[config.mk]
export PLATFORM = sky130hd
export DESIGN_NAME = nack_bitmask_aggregator_core
export DESIGN_NICKNAME = d
export VERILOG_FILES = /design/src/design/nba_pkg.sv /design/src/design/nack_bitmask_aggregator_core.sv /design/src/design/nba_ram.sv
export SDC_FILE = /design/constraint.sdc
export NUM_CORES = 1
export LEC_CHECK = 0
export ABC_AREA = 1
export BUFFER_PORTS_ARGS = -buffer_cell sky130_fd_sc_hd__buf_2
export CORE_ASPECT_RATIO = 0.7
export CORE_UTILIZATION = 30
export CTS_BUF_LIST = sky130_fd_sc_hd__clkbuf_4 sky130_fd_sc_hd__clkbuf_8
export DETAILED_ROUTE_END_ITERATION = 8
export SYNTH_ARGS = -nofsm -noshare
export SYNTH_HDL_FRONTEND = slang
export SYNTH_SLANG_ARGS = --single-unit
[constraint.sdc]
create_clock -name clk -period 10.95 [get_ports clk]
set_clock_uncertainty 0.1 [all_clocks]
set_input_delay 0.5475 -clock clk [delete_from_list [all_inputs] [get_ports clk]]
set_output_delay 0.5475 -clock clk [all_outputs]
set_load 0.05 [all_outputs]
[src/design/nba_pkg.sv]
// ----------------------------------------------------------------------------
// nba_pkg
// Shared types and constants of the NACK bitmask aggregator.
// ----------------------------------------------------------------------------
package nba_pkg;

  localparam int SEQ_W   = 16;
  localparam int MASK_W  = 16;
  localparam int IDX_W   = 4;
  localparam int CNT_W   = 5;
  localparam int STAT_W  = 3;
  localparam int SPAN    = 16;

  typedef enum logic [STAT_W-1:0] {
    ST_MERGED = 3'd0,
    ST_NEW    = 3'd1,
    ST_FULL   = 3'd2,
    ST_PAIR   = 3'd3,
    ST_EMPTY  = 3'd4
  } status_t;

  localparam logic REQ_ADD   = 1'b0;
  localparam logic REQ_FLUSH = 1'b1;

endpackage

[src/design/nack_bitmask_aggregator_core.sv]
// ----------------------------------------------------------------------------
// nack_bitmask_aggregator_core
// Collects lost sequence numbers into base/bitmask pairs and emits them on
// flush, tagged with the flow id.
// ----------------------------------------------------------------------------
// Input channel (in_valid/in_stall): an add carries a lost sequence number,
// a flush asks for every held pair. Result channel (out_valid/out_stall):
// one result per add, one per held entry on flush (last marks the final
// one), or a single empty status on flush of an empty table.
// cfg_wr_en/cfg_wr_data load the flow id; write it only while idle.
// One item is taken at a time; in_stall is high from acceptance until its
// last result transfers. Stored entries sit in one RAM with registered read,
// scanned one entry at a time by a single compare/shift unit: each entry is
// read (S_RD), then checked (S_CHK); a flush also presents each entry as a
// result (S_OUT) before the next is read. An add on an empty table, or a
// flush of one, goes straight to S_OUT. A result stays in S_OUT while the
// receiver holds out_stall high; a stalled result holds.
// Reset empties the table (no clearing pass) and zeroes the flow id.
// ----------------------------------------------------------------------------
module nack_bitmask_aggregator_core
  import nba_pkg::*;
#(
  parameter int MAX_ENTRIES = 16
) (
  input  logic              clk,
  input  logic              rst_n,
  input  logic              cfg_wr_en,
  input  logic [SEQ_W-1:0]  cfg_wr_data,
  input  logic              in_valid,
  output logic              in_stall,
  input  logic              in_req_type,
  input  logic [SEQ_W-1:0]  in_seq_num,
  output logic              out_valid,
  input  logic              out_stall,
  output logic [STAT_W-1:0] out_status,
  output logic [SEQ_W-1:0]  out_seq_base,
  output logic [MASK_W-1:0] out_bit_mask,
  output logic [IDX_W-1:0]  out_entry_index,
  output logic [CNT_W-1:0]  out_entry_count,
  output logic [SEQ_W-1:0]  out_flow_tag,
  output logic              out_last
);

  localparam int IW = (MAX_ENTRIES > 1) ? $clog2(MAX_ENTRIES) : 1;
  localparam int CW = $clog2(MAX_ENTRIES + 1);
  localparam int RW = SEQ_W + MASK_W;

  typedef enum logic [1:0] {
    S_IDLE,
    S_RD,
    S_CHK,
    S_OUT
  } state_t;

  state_t           state_r, state_nxt;
  logic [CW-1:0]    count_r, count_nxt;
  logic [IW-1:0]    idx_r, idx_nxt;
  logic             req_r, req_nxt;
  logic [SEQ_W-1:0] sn_r, sn_nxt;
  logic [SEQ_W-1:0] flow_id_r, flow_id_nxt;

  status_t          status_r, status_nxt;
  logic [SEQ_W-1:0] base_r, base_nxt;
  logic [MASK_W-1:0] mask_r, mask_nxt;
  logic [IDX_W-1:0] eidx_r, eidx_nxt;
  logic [CNT_W-1:0] ecnt_r, ecnt_nxt;
  logic [SEQ_W-1:0] tag_r, tag_nxt;
  logic             last_r, last_nxt;

  logic             ram_we;
  logic [IW-1:0]    ram_waddr;
  logic [RW-1:0]    ram_wdata;
  logic [RW-1:0]    ram_rdata;

  logic [SEQ_W-1:0]  rd_base;
  logic [MASK_W-1:0] rd_mask;
  logic [SEQ_W:0]    diff;
  logic              hit;
  logic [4:0]        off;
  logic [MASK_W-1:0] set_bit;
  logic [MASK_W-1:0] merged_mask;
  logic [CW-1:0]     idx_inc;
  logic              more;
  logic              xfer_out;

  nba_ram #(
    .WIDTH (RW),
    .DEPTH (MAX_ENTRIES)
  ) u_tbl (
    .clk   (clk),
    .we    (ram_we),
    .waddr (ram_waddr),
    .wdata (ram_wdata),
    .raddr (idx_r),
    .rdata (ram_rdata)
  );

  assign rd_base     = ram_rdata[RW-1:MASK_W];
  assign rd_mask     = ram_rdata[MASK_W-1:0];
  assign diff        = {1'b0, sn_r} - {1'b0, rd_base};
  assign hit         = !diff[SEQ_W] && (diff[SEQ_W-1:0] <= SEQ_W'(SPAN));
  assign off         = diff[4:0];
  assign set_bit     = MASK_W'(1) << (5'(SPAN) - off);
  assign merged_mask = (off != 5'd0) ? (rd_mask | set_bit) : rd_mask;
  assign idx_inc     = CW'(idx_r) + CW'(1);
  assign more        = idx_inc < count_r;
  assign xfer_out    = (state_r == S_OUT) && !out_stall;

  assign in_stall        = (state_r != S_IDLE);
  assign out_valid       = (state_r == S_OUT);
  assign out_status      = status_r;
  assign out_seq_base    = base_r;
  assign out_bit_mask    = mask_r;
  assign out_entry_index = eidx_r;
  assign out_entry_count = ecnt_r;
  assign out_flow_tag    = tag_r;
  assign out_last        = last_r;

  always_comb begin
    state_nxt   = state_r;
    count_nxt   = count_r;
    idx_nxt     = idx_r;
    req_nxt     = req_r;
    sn_nxt      = sn_r;
    flow_id_nxt = cfg_wr_en ? cfg_wr_data : flow_id_r;
    status_nxt  = status_r;
    base_nxt    = base_r;
    mask_nxt    = mask_r;
    eidx_nxt    = eidx_r;
    ecnt_nxt    = ecnt_r;
    tag_nxt     = tag_r;
    last_nxt    = last_r;
    ram_we      = 1'b0;
    ram_waddr   = idx_r;
    ram_wdata   = {rd_base, merged_mask};

    unique case (state_r)
      S_IDLE: begin
        if (in_valid) begin
          req_nxt = in_req_type;
          sn_nxt  = in_seq_num;
          idx_nxt = '0;
          tag_nxt = '0;
          last_nxt = 1'b1;
          if (count_r != '0) begin
            state_nxt = S_RD;
          end else if (in_req_type == REQ_FLUSH) begin
            status_nxt = ST_EMPTY;
            base_nxt   = '0;
            mask_nxt   = '0;
            eidx_nxt   = '0;
            ecnt_nxt   = '0;
            state_nxt  = S_OUT;
          end else begin
            ram_we     = 1'b1;
            ram_waddr  = '0;
            ram_wdata  = {in_seq_num, {MASK_W{1'b0}}};
            count_nxt  = CW'(1);
            status_nxt = ST_NEW;
            base_nxt   = in_seq_num;
            mask_nxt   = '0;
            eidx_nxt   = '0;
            ecnt_nxt   = CNT_W'(1);
            state_nxt  = S_OUT;
          end
        end
      end
      S_RD: begin
        state_nxt = S_CHK;
      end
      S_CHK: begin
        if (req_r == REQ_FLUSH) begin
          status_nxt = ST_PAIR;
          base_nxt   = rd_base;
          mask_nxt   = rd_mask;
          eidx_nxt   = IDX_W'(idx_r);
          ecnt_nxt   = CNT_W'(count_r);
          tag_nxt    = flow_id_r;
          last_nxt   = !more;
          state_nxt  = S_OUT;
        end else if (hit) begin
          ram_we     = (off != 5'd0);
          status_nxt = ST_MERGED;
          base_nxt   = rd_base;
          mask_nxt   = merged_mask;
          eidx_nxt   = IDX_W'(idx_r);
          ecnt_nxt   = CNT_W'(count_r);
          state_nxt  = S_OUT;
        end else if (more) begin
          idx_nxt   = idx_r + IW'(1);
          state_nxt = S_RD;
        end else if (count_r >= CW'(MAX_ENTRIES)) begin
          status_nxt = ST_FULL;
          base_nxt   = sn_r;
          mask_nxt   = '0;
          eidx_nxt   = '0;
          ecnt_nxt   = CNT_W'(count_r);
          state_nxt  = S_OUT;
        end else begin
          ram_we     = 1'b1;
          ram_waddr  = count_r[IW-1:0];
          ram_wdata  = {sn_r, {MASK_W{1'b0}}};
          count_nxt  = count_r + CW'(1);
          status_nxt = ST_NEW;
          base_nxt   = sn_r;
          mask_nxt   = '0;
          eidx_nxt   = IDX_W'(count_r);
          ecnt_nxt   = CNT_W'(count_r + CW'(1));
          state_nxt  = S_OUT;
        end
      end
      S_OUT: begin
        if (xfer_out) begin
          if (req_r == REQ_FLUSH && !last_r) begin
            idx_nxt   = idx_r + IW'(1);
            state_nxt = S_RD;
          end else begin
            if (req_r == REQ_FLUSH) begin
              count_nxt = '0;
            end
            state_nxt = S_IDLE;
          end
        end
      end
      default: state_nxt = S_IDLE;
    endcase
  end

  always_ff @(posedge clk) begin
    if (!rst_n) begin
      state_r   <= S_IDLE;
      count_r   <= '0;
      flow_id_r <= '0;
    end else begin
      state_r   <= state_nxt;
      count_r   <= count_nxt;
      flow_id_r <= flow_id_nxt;
    end
    idx_r    <= idx_nxt;
    req_r    <= req_nxt;
    sn_r     <= sn_nxt;
    status_r <= status_nxt;
    base_r   <= base_nxt;
    mask_r   <= mask_nxt;
    eidx_r   <= eidx_nxt;
    ecnt_r   <= ecnt_nxt;
    tag_r    <= tag_nxt;
    last_r   <= last_nxt;
  end

endmodule

[src/design/nba_ram.sv]
// ----------------------------------------------------------------------------
// nba_ram
// Generic single-write, single-read RAM with registered read data.
// ----------------------------------------------------------------------------
module nba_ram #(
  parameter int WIDTH = 32,
  parameter int DEPTH = 16
) (
  input  logic                                   clk,
  input  logic                                   we,
  input  logic [(DEPTH > 1 ? $clog2(DEPTH) : 1)-1:0] waddr,
  input  logic [WIDTH-1:0]                       wdata,
  input  logic [(DEPTH > 1 ? $clog2(DEPTH) : 1)-1:0] raddr,
  output logic [WIDTH-1:0]                       rdata
);

  logic [WIDTH-1:0] mem_r [DEPTH];

  always_ff @(posedge clk) begin
    if (we) begin
      mem_r[waddr] <= wdata;
    end
    rdata <= mem_r[raddr];
  end

endmodule
==> results.yml <==
worst_setup_path:
  worstPathRequired_ps: 11120
  crit_arrival_ps: 5030
  crit_type: "flop to flop"
  rr_endpoint: "u_tbl.mem_r[5][14]"
  worst_r2r_path_depth: 18
  ff2ff_setup_slack_ps: 6090
  worstSetupStartpointType: "flop"
  cpMaxStageDelayCell: "nor2_4"
  endpoint_kind: "flop"
  cp_max_fo: 69
  path_cells: "buf_4 > ha_1 > nand2_1 > inv_1 > nor2_1 > ha_1 > nand2_1 > inv_1 > o21ai_0 > nand3_1 > inv_1 > nor2_1 > nand3_4 > nand2_1 > nand2_1 > inv_1 > nand3_1 > nor2_4"
  cpPeakStageDelay_ps: 1080
  r2r_start: "idx_r[0]"
grt:
  grt_pass1_wl_mm: 110
  track_usage: 0.158
  grt.overflow.total: 0
  antenna_found_initial: 4
  grt_pass1_vias: 17100
  grt_max_degree: 193
clock_tree:
  clock-sinks: 649
  clk_path_buf_depth: 3
  postCtsResizedCells: 0
  cts_root_buf: "clkbuf_8"
  cts_tree: "done"
  clkLatencyLatePin_ps: 710
  htreeDepth: 3
  clkTransAtPathRegs_ps: 70
  numCtsBuffers: 92
routing:
  highest_layer: "met5"
  dr.first_iter.drc_count: 2089
  vias: 18500
  wl_per_cell_um: 20.3
  drc: 0
  firstDrtPassIters: 7
  final_antenna_net_count: 0
  vias_per_cell: 5.09
  wl_met2_mm: 30.8
  m1WireLength_mm: 35.0
  routed_wl_mm: 73.7
  wl_met3_mm: 6.76
sta:
  holdWs_ps: 50.9
  tns_ps: 0
  fin_crit_sh: 0.443
  hold_violations: 0
  slew_headroom: 0.125
  worst_pin_slew_ps: 1310
  grt_setup_unrepaired: "no"
  fmax_mhz: 206
  setup_viol: 0
  layout_min_cycle_time_ps: 4860
  slew_viol_final: 0
logic_synthesis:
  synth_compound_area_frac: 0.130
  synth_top_family_by_area: "compound AO/OA/AOI/OAI gates"
  synth_area_leaders: "edfxtp_1, o21ai_0, nor2_1"
  ys_types: 44
  yosysTopAreaCellShare: 0.661
  ys_seq_elements: 649
  yosysSeqAreaShare: 0.702
  synthMuxAreaShare: 0
  synth_fa_ha_area_frac: 0.0123
  yosys-top-cells-count: "edfxtp_1, nor2_1, o21ai_0"
  synth_edf_count: 594
  synthFlopType: "edfxtp_1"
  synth_most_common_cell: "edfxtp_1"
  syn_area_per_cell_um2: 11.8
  netlist_area_mm2: 0.0270
  ys_warn_count: 0
  synthXorXnorAreaFrac: 0.00125
  synth_nets: 2343
  async_flop_share: 0
  yosysTopAreaCell: "edfxtp_1"
  synthCells: 2279
  yosys.area_share.simple: 0.112
pwr:
  swShare: 0.404
  sequentialPowerShare: 0.407
  max-vdd-ir-drop_v: 0.000197
  p_clk_frac: 0.227
  p_leak_nw: 10.9
  power_mw: 8.59
  power.density_mw_per_mm2: 278
  p_comb_frac: 0.366
  p_int_mw: 5.11
  power.switching_mw: 3.47
worst_hold_path:
  hp-start: "cfg_wr_data[14]"
  whs_path_depth: 3
  whs_endpoint: "flow_id_r[14]"
  hold_class: "primary input to flop"
placement:
  dp_hpwl_mm: 43.2
  io_buffers: 100
  gp_congestion: 0.920
finish:
  fill_cells: 8722
  multi_input_area_mm2: 0.00704
  final_layout_size_suffix_gt1_frac: 0.138
  regArea_mm2: 0.0189
  area_growth_pct: 14.4
  nNetsFinal: 2458
  antenna_cells: 0
floorplan:
  die_h_um: 253
  ios: 101
  core_region_area_mm2: 0.0886
  start_util: 0.304
  rows: 91
  die_area_mm2: 0.0911
  die_x_um: 360
outcome:
  outcome: "finished clean"
flow_run:
  cap_violations: 0
-- through the flow --
step	util	setup slack, ps	cell area, um2	instances
after floorplan	-	6080	27000	2279
after global placement	0.325	6170	28800	3445
after detailed placement	0.325	6150	28800	3445
after CTS	0.348	6130	30800	3630
after global routing	0.348	5680	30800	3630
final	0.348	6090	30800	3630
-- layout make-up --
type | instances | area share
multi-input combinational | 1341 | 0.228
sequential | 649 | 0.614
clock inverter | 31 | 0.00625
clock buffer | 137 | 0.0540
tap | 1162 | 0.0471
timing repair buffer | 155 | 0.0314
inverter | 155 | 0.0191
-- repair_timing --
action / 4_1_cts / 5_1_grt
buffers inserted: 0 / 0
endpoints found under the hold margin: 17 / 0
hold buffers: 17 / 0
-- power groups by stage --
stage	clock (mW)	sequential [mW]	combinational, mW
4_1_cts	1.99	3.49	3.12
5_1_grt	2.10	3.51	3.43
2_1_floorplan	0	3.75	1.80
6_report	1.95	3.49	3.15
3_3_place_gp	0	3.54	3.09
3_5_place_dp	0	3.54	3.11
-- metal layers --
metal / track usage / up-vias
li1: - / 8521
met1: 0.241 / 9056
met2: 0.224 / 798
met3: 0.0386 / 95
met4: 0.0356 / 4
met5: 0 / -
-- registers in the layout (all words and copies together) (netlist names), 5 cells and up --
register,flops
sn_r,16
out_bit_mask,16
flow_id_r,16
count_r,5
out_seq_base,16
out_entry_count,5
out_flow_tag,16
u_tbl.rdata,32
u_tbl.mem_r,512
-- cells by family after synthesis --
kind of cell / Yosys count
simple gates: 732
flops: 649
compound gates: 580
buf+inv: 289
fa+ha+maj: 26
xor+xnor: 3
-- worst max-delay path, delay by kind of cell, from the launching register on --
| kind | cells | cell delay, ps |
|---|---|---|
| AND/OR/NAND/NOR | 10 | 2420 |
| buffers and inverters | 5 | 880 |
| adder cells (fa/ha/maj) | 2 | 580 |
| flip-flops | 1 | 400 |
| AO/OA/AOI/OAI | 1 | 60 |
-- cells in the final DEF (no fill, tap or decap), types with 2 or more instances in the layout --
master,netlist,final
edfxtp_1,594,594
nor2_1,364,347
o21ai_0,332,332
nand2_1,227,227
inv_1,148,145
o221ai_1,109,109
clkbuf_8,0,102
buf_2,7,100
nand3_1,98,98
dfxtp_1,55,55
a21oi_1,45,45
o211ai_1,37,37
buf_4,4,37
clkbuf_4,0,35
o22ai_1,26,26
ha_1,25,25
clkinv_1,4,20
nor2_4,2,18
dlygate4sd3_1,0,17
nand2_2,14,14
nand4_1,13,13
o21bai_1,10,10
a22oi_1,7,7
inv_2,3,6
inv_6,0,5
clkinv_2,0,5
nand3_4,3,3
and2_1,3,3
o21ai_1,3,3
a31o_2,3,3
xor2_1,2,2
nand3b_1,2,2
nor2_2,1,2
a221oi_1,2,2
nor3_1,2,2
-- worst max-delay path by stage --
stage / end / start / depth (start not counted)
after CTS: u_tbl.mem_r[5][14] / idx_r[0] / 17
after floorplan: u_tbl.mem_r[10][0] / idx_r[0] / 20
after global placement: u_tbl.mem_r[5][4] / idx_r[0] / 18
after detailed placement: u_tbl.mem_r[5][9] / idx_r[0] / 18
final: u_tbl.mem_r[5][14] / idx_r[0] / 18
after global routing: u_tbl.mem_r[5][13] / idx_r[0] / 18
Note: power is estimated with default switching activity, not from simulation.
